`config.mk`:
```
export PLATFORM = sky130hd
export DESIGN_NAME = x86_16bit_instruction_field_decoder_core_flat
export DESIGN_NICKNAME = d
export VERILOG_FILES = /design/src/sv/x86d_pkg.sv /design/src/sv/x86d_byte_if.sv /design/src/sv/x86d_result_if.sv /design/src/sv/x86d_front.sv /design/src/sv/x86d_queue.sv /design/src/sv/x86d_back.sv /design/src/sv/x86_16bit_instruction_field_decoder_core.sv /design/src/flat_wrapper.sv
export SDC_FILE = /design/constraint.sdc
export NUM_CORES = 1
export LEC_CHECK = 0
export BUFFER_PORTS_ARGS = -buffer_cell sky130_fd_sc_hd__buf_2
export CORE_MARGIN = 4
export CORE_UTILIZATION = 50
export CTS_CLUSTER_DIAMETER = 60
export DETAILED_ROUTE_END_ITERATION = 16
export PLACE_DENSITY = 0.77
export SLEW_MARGIN = 30
export SYNTH_ARGS = -nofsm -noshare
export SYNTH_HDL_FRONTEND = slang
export SYNTH_HIERARCHICAL = 1
export SYNTH_SLANG_ARGS = --single-unit
```
`constraint.sdc`:
```
create_clock -name clk -period 9.8 [get_ports clk]
set_clock_uncertainty 0.1 [all_clocks]
set_input_delay 0.98 -clock clk [delete_from_list [all_inputs] [get_ports clk]]
set_output_delay 0.98 -clock clk [all_outputs]
set_load 0.01 [all_outputs]
```
`src/sv/x86d_pkg.sv`:
```
// Package: shared types and constants for the x86 field decoder.
package x86d_pkg;

    typedef enum logic [1:0] {
        OP_MOV = 2'd0,
        OP_ADD = 2'd1,
        OP_SUB = 2'd2,
        OP_CMP = 2'd3
    } oper_t;

    typedef enum logic [2:0] {
        FORM_RM_REG  = 3'd0,
        FORM_IMM_REG = 3'd1,
        FORM_IMM_RM  = 3'd2,
        FORM_ACC_MEM = 3'd3,
        FORM_IMM_ACC = 3'd4
    } form_t;

    // Finished instruction as handed from front to back
    typedef struct packed {
        logic        unsup;
        logic [1:0]  oper;
        logic [2:0]  form;
        logic [7:0]  opcode;
        logic [7:0]  modrm;
        logic [15:0] disp;
        logic [15:0] imm;
        logic [1:0]  dlen;
        logic [1:0]  ilen;
        logic [2:0]  length;
    } instr_t;

    typedef struct packed {
        logic [1:0]  operation;
        logic [2:0]  form;
        logic        to_register;
        logic        wide;
        logic [1:0]  mode;
        logic [2:0]  reg_number;
        logic [2:0]  rm_number;
        logic [15:0] displacement;
        logic [15:0] immediate;
        logic [2:0]  length;
        logic        unsupported;
    } result_t;

    localparam int QUEUE_DEPTH = 2;

    function automatic logic [1:0] modrm_disp_len(input logic [7:0] m);
        logic [1:0] r;
        r = 2'd0;
        if (m[7:6] == 2'd1) r = 2'd1;
        else if (m[7:6] == 2'd2) r = 2'd2;
        else if (m[7:6] == 2'd0 && m[2:0] == 3'd6) r = 2'd2;
        return r;
    endfunction

    function automatic logic [15:0] sext8(input logic [7:0] v);
        return {{8{v[7]}}, v};
    endfunction

endpackage

```
`src/sv/x86d_byte_if.sv`:
```
// Interface: code byte channel.
interface x86d_byte_if;
    logic       valid;
    logic       ready;
    logic [7:0] code_byte;
    modport source (output valid, output code_byte, input ready);
    modport sink (input valid, input code_byte, output ready);
endinterface

```
`src/sv/x86d_result_if.sv`:
```
// Interface: decoded result channel.
interface x86d_result_if;
    logic                 valid;
    logic                 ready;
    x86d_pkg::result_t    result;
    modport source (output valid, output result, input ready);
    modport sink (input valid, input result, output ready);
endinterface

```
`src/sv/x86d_front.sv`:
```
// Front end: collects bytes of one instruction and classifies it.
module x86d_front (
    input  logic                clk,
    input  logic                rst_n,
    input  logic                in_valid,
    output logic                in_ready,
    input  logic [7:0]          in_byte,
    output logic                push,
    output x86d_pkg::instr_t    push_data,
    input  logic                q_full
);
    logic              busy_reg, busy_next;
    logic [7:0]        op_reg, op_next;
    logic [7:0]        modrm_reg, modrm_next;
    logic [15:0]       disp_reg, disp_next;
    logic [15:0]       imm_reg, imm_next;
    logic [2:0]        seen_reg, seen_next;
    logic [7:0]        op;
    logic [7:0]        m;
    logic [2:0]        p;
    logic              unsup;
    logic [1:0]        oper;
    logic [2:0]        form;
    logic              hm;
    logic [1:0]        dl;
    logic [1:0]        il;
    logic              s_bit;
    logic [2:0]        q;
    logic [2:0]        total;
    logic              fire;
    logic              done;

    assign in_ready = !q_full;
    assign fire     = in_valid && in_ready;
    assign op       = busy_reg ? op_reg : in_byte;
    assign p        = busy_reg ? seen_reg : 3'd0;

    // Opcode classification, first match wins
    always_comb
    begin
        unsup = 1'b0;
        oper  = x86d_pkg::OP_MOV;
        form  = x86d_pkg::FORM_RM_REG;
        priority if (op[7:1] == 7'h02) begin oper = x86d_pkg::OP_ADD; form = x86d_pkg::FORM_IMM_ACC; end
        else if (op[7:1] == 7'h16) begin oper = x86d_pkg::OP_SUB; form = x86d_pkg::FORM_IMM_ACC; end
        else if (op[7:1] == 7'h1E) begin oper = x86d_pkg::OP_CMP; form = x86d_pkg::FORM_IMM_ACC; end
        else if (op[7:2] == 6'h22) begin oper = x86d_pkg::OP_MOV; form = x86d_pkg::FORM_RM_REG; end
        else if (op[7:2] == 6'h00) begin oper = x86d_pkg::OP_ADD; form = x86d_pkg::FORM_RM_REG; end
        else if (op[7:2] == 6'h0A) begin oper = x86d_pkg::OP_SUB; form = x86d_pkg::FORM_RM_REG; end
        else if (op[7:2] == 6'h0E) begin oper = x86d_pkg::OP_CMP; form = x86d_pkg::FORM_RM_REG; end
        else if (op[7:2] == 6'h20) begin oper = x86d_pkg::OP_ADD; form = x86d_pkg::FORM_IMM_RM; end
        else if (op[7:4] == 4'hB) form = x86d_pkg::FORM_IMM_REG;
        else if (op[7:4] == 4'hC) form = x86d_pkg::FORM_IMM_RM;
        else if (op[7:4] == 4'hA) form = x86d_pkg::FORM_ACC_MEM;
        else unsup = 1'b1;
    end

    // Byte capture; ModRM used for layout is the one seen so far or this beat
    always_comb
    begin
        modrm_next = busy_reg ? modrm_reg : 8'd0;
        disp_next  = busy_reg ? disp_reg : 16'd0;
        imm_next   = busy_reg ? imm_reg : 16'd0;
        hm = (form == x86d_pkg::FORM_RM_REG) || (form == x86d_pkg::FORM_IMM_RM);
        if (p == 3'd1 && hm) modrm_next = in_byte;
        m  = modrm_next;
        s_bit = (op[7:2] == 6'h20) ? op[1] : 1'b0;
        dl = 2'd0;
        il = 2'd0;
        unique case (form)
            x86d_pkg::FORM_RM_REG:  dl = x86d_pkg::modrm_disp_len(m);
            x86d_pkg::FORM_IMM_REG: il = op[3] ? 2'd2 : 2'd1;
            x86d_pkg::FORM_IMM_RM:
            begin
                dl = x86d_pkg::modrm_disp_len(m);
                il = (op[0] && !s_bit) ? 2'd2 : 2'd1;
            end
            x86d_pkg::FORM_ACC_MEM: dl = 2'd2;
            default:                il = op[0] ? 2'd2 : 2'd1;
        endcase
        q = p - 3'd1 - {2'd0, hm};
        if (p >= 3'd1 && !(p == 3'd1 && hm))
        begin
            if (q < {1'b0, dl})
            begin
                if (q == 3'd0) disp_next = {8'd0, in_byte};
                else disp_next = {in_byte, disp_next[7:0]};
            end
            else
            begin
                if (q == {1'b0, dl}) imm_next = {8'd0, in_byte};
                else imm_next = {in_byte, imm_next[7:0]};
            end
        end
        total = 3'd1 + {2'd0, hm} + {1'b0, dl} + {1'b0, il};
        done  = unsup || (p + 3'd1 >= total);
        op_next   = op;
        busy_next = !done;
        seen_next = done ? 3'd0 : p + 3'd1;
    end

    always_comb
    begin
        push              = fire && done;
        push_data.unsup   = unsup;
        push_data.oper    = oper;
        push_data.form    = form;
        push_data.opcode  = op;
        push_data.modrm   = m;
        push_data.disp    = disp_next;
        push_data.imm     = imm_next;
        push_data.dlen    = dl;
        push_data.ilen    = il;
        push_data.length  = unsup ? 3'd1 : total;
    end

    always_ff @(posedge clk or negedge rst_n)
    begin
        if (!rst_n)
        begin
            busy_reg <= 1'b0;
            seen_reg <= 3'd0;
        end
        else if (fire)
        begin
            busy_reg <= busy_next;
            seen_reg <= seen_next;
        end
    end

    always_ff @(posedge clk)
    begin
        if (fire)
        begin
            op_reg    <= op_next;
            modrm_reg <= modrm_next;
            disp_reg  <= disp_next;
            imm_reg   <= imm_next;
        end
    end
endmodule

```
`src/sv/x86d_queue.sv`:
```
// Short FIFO between front and back.
module x86d_queue (
    input  logic              clk,
    input  logic              rst_n,
    input  logic              push,
    input  x86d_pkg::instr_t  push_data,
    output logic              full,
    input  logic              pop,
    output logic              not_empty,
    output x86d_pkg::instr_t  pop_data
);
    localparam int AW = $clog2(x86d_pkg::QUEUE_DEPTH);
    x86d_pkg::instr_t mem_reg [x86d_pkg::QUEUE_DEPTH];
    logic [AW-1:0] wr_reg, rd_reg;
    logic [AW:0]   cnt_reg;

    assign full      = cnt_reg == (AW+1)'(x86d_pkg::QUEUE_DEPTH);
    assign not_empty = cnt_reg != '0;
    assign pop_data  = mem_reg[rd_reg];

    always_ff @(posedge clk or negedge rst_n)
    begin
        if (!rst_n)
        begin
            wr_reg  <= '0;
            rd_reg  <= '0;
            cnt_reg <= '0;
        end
        else
        begin
            if (push) wr_reg <= wr_reg + 1'b1;
            if (pop) rd_reg <= rd_reg + 1'b1;
            cnt_reg <= cnt_reg + (AW+1)'(push) - (AW+1)'(pop);
        end
    end

    always_ff @(posedge clk)
    begin
        if (push) mem_reg[wr_reg] <= push_data;
    end
endmodule

```
`src/sv/x86d_back.sv`:
```
// Back end: forms result fields and holds them in the output register.
module x86d_back (
    input  logic              clk,
    input  logic              rst_n,
    input  logic              q_valid,
    output logic              pop,
    input  x86d_pkg::instr_t  q_data,
    output logic              out_valid,
    input  logic              out_ready,
    output x86d_pkg::result_t out_result
);
    logic              valid_reg;
    x86d_pkg::result_t res_reg, res_next;
    logic [7:0]        op;
    logic [7:0]        m;

    assign pop        = q_valid && (!valid_reg || out_ready);
    assign out_valid  = valid_reg;
    assign out_result = res_reg;
    assign op         = q_data.opcode;
    assign m          = q_data.modrm;

    // Field formation
    always_comb
    begin
        res_next              = '0;
        res_next.operation    = q_data.oper;
        res_next.form         = q_data.form;
        res_next.wide         = op[0];
        res_next.mode         = 2'd3;
        res_next.displacement = (q_data.dlen == 2'd1) ? x86d_pkg::sext8(q_data.disp[7:0])
                                                      : q_data.disp;
        res_next.immediate    = q_data.imm;
        if (q_data.ilen == 2'd1)
            res_next.immediate = (q_data.form == x86d_pkg::FORM_IMM_REG)
                                 ? {8'd0, q_data.imm[7:0]} : x86d_pkg::sext8(q_data.imm[7:0]);
        res_next.length = q_data.length;
        unique case (q_data.form)
            x86d_pkg::FORM_RM_REG:
            begin
                res_next.to_register = op[1];
                res_next.mode        = m[7:6];
                res_next.reg_number  = m[5:3];
                res_next.rm_number   = m[2:0];
            end
            x86d_pkg::FORM_IMM_REG:
            begin
                res_next.to_register = 1'b1;
                res_next.wide        = op[3];
                res_next.reg_number  = op[2:0];
            end
            x86d_pkg::FORM_IMM_RM:
            begin
                res_next.mode       = m[7:6];
                res_next.reg_number = m[5:3];
                res_next.rm_number  = m[2:0];
                if (op[7:2] == 6'h20)
                    res_next.operation = (m[5:3] == 3'd0) ? x86d_pkg::OP_ADD :
                                         (m[5:3] == 3'd7) ? x86d_pkg::OP_CMP : x86d_pkg::OP_SUB;
            end
            x86d_pkg::FORM_ACC_MEM: res_next.to_register = !op[1];
            default:                res_next.to_register = 1'b1;
        endcase
        if (q_data.unsup)
        begin
            res_next             = '0;
            res_next.length      = 3'd1;
            res_next.unsupported = 1'b1;
        end
    end

    always_ff @(posedge clk or negedge rst_n)
    begin
        if (!rst_n) valid_reg <= 1'b0;
        else if (pop) valid_reg <= 1'b1;
        else if (out_ready) valid_reg <= 1'b0;
    end

    always_ff @(posedge clk)
    begin
        if (pop) res_reg <= res_next;
    end
endmodule

```
`src/sv/x86_16bit_instruction_field_decoder_core.sv`:
```
// Top level: x86 16-bit instruction field decoder.
// Takes one code byte per beat and emits one result per finished mov/add/sub/cmp
// instruction (or per unknown opcode byte, flagged unsupported). A byte is accepted
// every cycle while the two-entry queue between the byte collector and the result
// stage has room. With the output flowing, the queue never holds more than one
// entry and input never stalls. A stalled output fills the result register and
// then the queue, and in_ch.ready drops once two finished instructions wait.
// The last byte of an instruction is written into the queue, and the result register
// loads from the queue when it holds no result or out_ch.ready is high.
module x86_16bit_instruction_field_decoder_core (
    input  logic          clk,
    input  logic          rst_n,
    x86d_byte_if.sink     in_ch,
    x86d_result_if.source out_ch
);
    logic             push, full, pop, not_empty;
    x86d_pkg::instr_t push_data, pop_data;

    x86d_front u_front (
        .clk(clk), .rst_n(rst_n),
        .in_valid(in_ch.valid), .in_ready(in_ch.ready), .in_byte(in_ch.code_byte),
        .push(push), .push_data(push_data), .q_full(full)
    );

    x86d_queue u_queue (
        .clk(clk), .rst_n(rst_n),
        .push(push), .push_data(push_data), .full(full),
        .pop(pop), .not_empty(not_empty), .pop_data(pop_data)
    );

    x86d_back u_back (
        .clk(clk), .rst_n(rst_n),
        .q_valid(not_empty), .pop(pop), .q_data(pop_data),
        .out_valid(out_ch.valid), .out_ready(out_ch.ready), .out_result(out_ch.result)
    );
endmodule

```
`src/flat_wrapper.sv`:
```
// flat-port wrapper written by rule: the top's interface ports become plain ports
module x86_16bit_instruction_field_decoder_core_flat 
  (clk, rst_n, in_ch_valid, in_ch_code_byte, in_ch_ready, out_ch_valid, out_ch_result, out_ch_ready);
  x86d_byte_if in_ch_i ();
  x86d_result_if out_ch_i ();
  input  logic clk;
  input  logic rst_n;
  input wire logic [$bits(in_ch_i.valid)-1:0] in_ch_valid;
  input wire logic [$bits(in_ch_i.code_byte)-1:0] in_ch_code_byte;
  output wire logic [$bits(in_ch_i.ready)-1:0] in_ch_ready;
  output wire logic [$bits(out_ch_i.valid)-1:0] out_ch_valid;
  output wire logic [$bits(out_ch_i.result)-1:0] out_ch_result;
  input wire logic [$bits(out_ch_i.ready)-1:0] out_ch_ready;
  assign in_ch_i.valid = in_ch_valid;
  assign in_ch_i.code_byte = in_ch_code_byte;
  assign in_ch_ready = in_ch_i.ready;
  assign out_ch_valid = out_ch_i.valid;
  assign out_ch_result = out_ch_i.result;
  assign out_ch_i.ready = out_ch_ready;
  x86_16bit_instruction_field_decoder_core u_core (.clk(clk), .rst_n(rst_n), .in_ch(in_ch_i), .out_ch(out_ch_i));
endmodule
```
==> summary.md <==
| Metric | Value |
|---|---|
| CP arrival | `~6.6 ns` |
| Non-filler cells, final | `approximately 1.0k` |
| Setup crit end kind | `flip-flop` |
| First-pass GRT wire length | `roughly 29 mm` |
| Required @ worst endpoint | `between 9 and 10 ns` |
| Reg clk slew, reported paths | `0.06 ns` |
| Final WL | `approximately 19 mm` |
| RSZ-0062 raised after global routing | `no` |
| Final Cell Area | `11500 um^2` |
| Vias per cell | `between 5 and 6` |
| Sw Pwr | `between 1 and 1.5 mW` |
| DRC | `0` |
| Fmax achieved | `about 150 MHz` |
| Die footprint | `about 23000 um^2` |
| Final min period | `~6.5 ns` |
| Syn nets | `702` |
| Initial antenna violation count | `0` |
| Switch share | `roughly 31%` |
| Width of the die | `approximately 150 um` |
| Core Area | `20200 um^2` |
| Endpoints failing setup | `0` |
| Largest net degree at the start of global routing | `51` |
| Post-Synthesis Mean Instance Area | `approximately 15 um^2` |
| Worst rel slew slack | `between 30% and 40%` |
| Die Span Y | `about 150 um` |
| Num ports | `between 60 and 70` |
| Clock sinks | `230` |
| Critical path's top delay family | `simple AND/OR/NAND/NOR gates` |
| Asr flop ratio synth | `3.91%` |
| Final hold violation count | `0` |
| Reg-to-Reg Start | `u_core/u_front/busy_reg$_DFFE_PN0P_` |
| Final Max Tran Viols | `0` |
| Synthesized area | `10300 um^2` |
| Area Growth Syn to Fin | `11.7%` |
| YS warnings | `6` |
| Register area share after synthesis | `about 67%` |
| Cell Int Power | `2.47 mW` |
| Critical Path Source | `u_core/u_front/busy_reg$_DFFE_PN0P_` |
| Vias in the first global route | `about 5.5k` |
| Rows | `52` |
| CTS Hold Bufs | `0` |
| Startpoint types | `flip-flop` |
| Diodes inserted | `0` |
| Worst skew pair latency | `0.51 ns` |
| Most used cell, CP | `ha_1` |
| GR Overflow Total | `0` |
| Setup TNS Final | `0 ns` |
| CTS tree | `yes` |
| DP Cell Count | `roughly 1000` |
| Clock power frac | `23.4%` |
| Ratio of cells with drive above 1 in the final layout | `roughly a quarter` |
| Clock Tree Root | `clkbuf_16` |
| Pwr Density | `just over 300 nW/um^2` |
| WS Path Type | `reg2reg` |
| Critical-path maximum fanout | `44` |
| Dominant synthesized flop cell | `edfxtp_1` |
| Final period util | `roughly two thirds` |
| DP Area | `10800 um^2` |
| DRT Pass-1 Iters | `5` |
| Hold crit path type | `in2async` |
| Port bufs | `64` |
| DP HPWL | `around 12 mm` |
| WP buf/inv | `5` |
| Post-synth EDFFs | `221` |
| Synth cell types | `66` |
| Slowest cell on crit path | `nor2b_4` |
| Clock Tree Buf Depth | `3` |
| NumNets Final | `approximately 770` |
| WL/cell | `~18 um` |
| GRT Overall Usage | `~16%` |
| Combinational Power Share | `30.0%` |
| Post-CTS sizing | `0` |
| Outcome | `finished, final reports clean` |
| Max_cap viols | `0` |
| Largest register FFs | `roughly 120` |
| Max H-tree Level | `1` |
| Syn Inst Count | `between 600 and 700` |
| Leakage | `approximately 4.4 nW` |
| Least-Margin Pin Slew | `between 0.9 and 1 ns` |
| Synthesis-stage register bit count | `230` |
| Seq pwr share | `46.6%` |
| Number of CTS-inserted buffers | `24` |
| DR iter-0 viols | `roughly 420` |
| Cell chain of the critical path | `buf_4 > mux2i_1 > inv_2 > nor2_1 > nor3_1 > a2111oi_2 > nand3_1 > o311a_1 > ha_1 > inv_1 > ha_1 > fa_1 > inv_1 > ha_1 > a21oi_1 > nor2b_1 > nor3_1 > nor2_1 > nor2b_4 > buf_4` |
| Post-CTS Setup Inserts | `0` |
| Placer Congestion | `0.897` |
| Routed vias | `about 5.6k` |
| Initial core utilization | `just over 50%` |
| Max IR drop VDD | `0.216 mV` |
| Post-DRT Antenna Nets | `0` |
| Slowest stage delay, CP | `0.66 ns` |
[logic make-up after synthesis]
family	Yosys count	share of synthesized area, %
compound gates	74	5.12
xor+xnor	6	0.656
fa+ha+maj	15	1.89
buf+inv	61	3.65
flops	230	66.6
mux	101	12.8
simple gates	188	9.26
[cells in the mapped netlist (2+ instances only)]
cell / count / share of area [%]
edfxtp_1: 221 / 64
nand2_1: 90 / 3.3
mux2_4: 59 / 8.6
mux2i_1: 38 / 3.7
inv_1: 32 / 1.2
nor2b_1: 29 / 1.8
o21ai_0: 21 / 1.0
a21oi_1: 18 / 0.87
nor2_1: 15 / 0.55
ha_1: 14 / 1.7
nor3_1: 13 / 0.63
a21oi_2: 9 / 0.76
dfrtp_1: 9 / 2.2
and2_1: 8 / 0.49
clkbuf_1: 7 / 0.25
nand3_1: 7 / 0.34
buf_12: 6 / 1.2
buf_2: 5 / 0.24
buf_6: 4 / 0.44
nand2b_1: 4 / 0.24
o211ai_1: 4 / 0.29
or2_2: 4 / 0.24
a22o_1: 3 / 0.25
buf_4: 3 / 0.22
mux2_2: 3 / 0.33
nor3b_1: 3 / 0.22
xor2_1: 3 / 0.25
a21o_1: 2 / 0.15
buf_1: 2 / 0.073
o221ai_1: 2 / 0.17
xnor2_1: 2 / 0.17
[stage by stage]
step	power [mW]	hold WS [ns]	util [%]	worst slack (ns)
after floorplan	2.51	0.355	-	2.27
after global placement	2.72	0.422	53.3	3.56
after detailed placement	2.76	0.430	53.3	3.37
after CTS	3.61	0.200	56.9	3.34
after global routing	3.76	0.216	56.9	2.83
final	3.56	0.213	56.9	3.30
[area by class of cell]
cell class | count | area, um^2
fillers | 1563 | 8720
flip-flops and latches | 230 | 6870
multi-input cells | 384 | 3080
clock buffers | 29 | 619
repair buffers | 70 | 365
well taps | 270 | 338
inverters | 34 | 130
clock inverters | 15 | 114
[layer usage]
layer / wire length [um] / GRT usage, % / vias to the layer above / share of wire [%]
met5: 0 / 0 / - / 0
met4: 419 / 4.90 / 0 / 2.2
met3: 1000 / 2.38 / 33 / 5.3
met2: 9300 / 27.4 / 189 / 50
met1: 8060 / 22.4 / 2785 / 43
li1: - / - / 2624 / -
[power groups by stage]
| stage | Sequential [mW] | Clock, mW | Combinational (mW) |
|---|---|---|---|
| after floorplan | 1.70 | 0 | 0.814 |
| after global placement | 1.67 | 0 | 1.06 |
| after detailed placement | 1.68 | 0 | 1.08 |
| after CTS | 1.66 | 0.853 | 1.09 |
| after global routing | 1.69 | 0.899 | 1.17 |
| final | 1.66 | 0.834 | 1.07 |
[worst reg2reg max path: stages (launching register included)]
cell,delay [ns]
dfrtp_2,0.64
buf_4,0.52
mux2i_1,0.41
inv_2,0.16
nor2_1,0.22
nor3_1,0.09
a2111oi_2,0.51
nand3_1,0.17
o311a_1,0.18
ha_1,0.28
inv_1,0.04
ha_1,0.18
fa_1,0.48
inv_1,0.05
ha_1,0.27
a21oi_1,0.06
nor2b_1,0.17
nor3_1,0.06
nor2_1,0.24
nor2b_4,0.66
buf_4,0.60
[layout by cell type, fill, tap and decap left out, drive strengths merged, types with 2 or more instances in the layout]
cell type	instances
o221ai	2
inv	34
nor2	17
edfxtp	221
xor2	3
mux2	62
a22o	4
buf	70
a221oi	2
or2	4
mux2i	39
dfrtp	9
and2	8
nor3b	4
nor3	14
xnor2	2
o211ai	4
a21oi	27
nand2b	5
clkbuf	29
clkinv	13
nand3	8
a211oi	2
o21ai	21
a21o	2
nand2	90
nor2b	29
ha	14
[worst paths after layout]
path	endpoint	slack, ns	cells after the start
max	u_core/u_queue/mem_reg[0][50]$_DFFE_PP_	3.30	20
min reg2reg	u_core/u_queue/wr_reg$_DFFE_PN0P_	0.45	1
min in group clk	u_core/u_queue/wr_reg$_DFFE_PN0P_	0.45	1
max in group asynchronous	u_core/u_queue/rd_reg$_DFFE_PN0P_	9.17	1
min	u_core/u_front/seen_reg[0]$_DFFE_PN0P_	0.21	1
max reg2reg	u_core/u_queue/mem_reg[0][50]$_DFFE_PP_	3.30	20
Power figures use the tool's default switching activity.
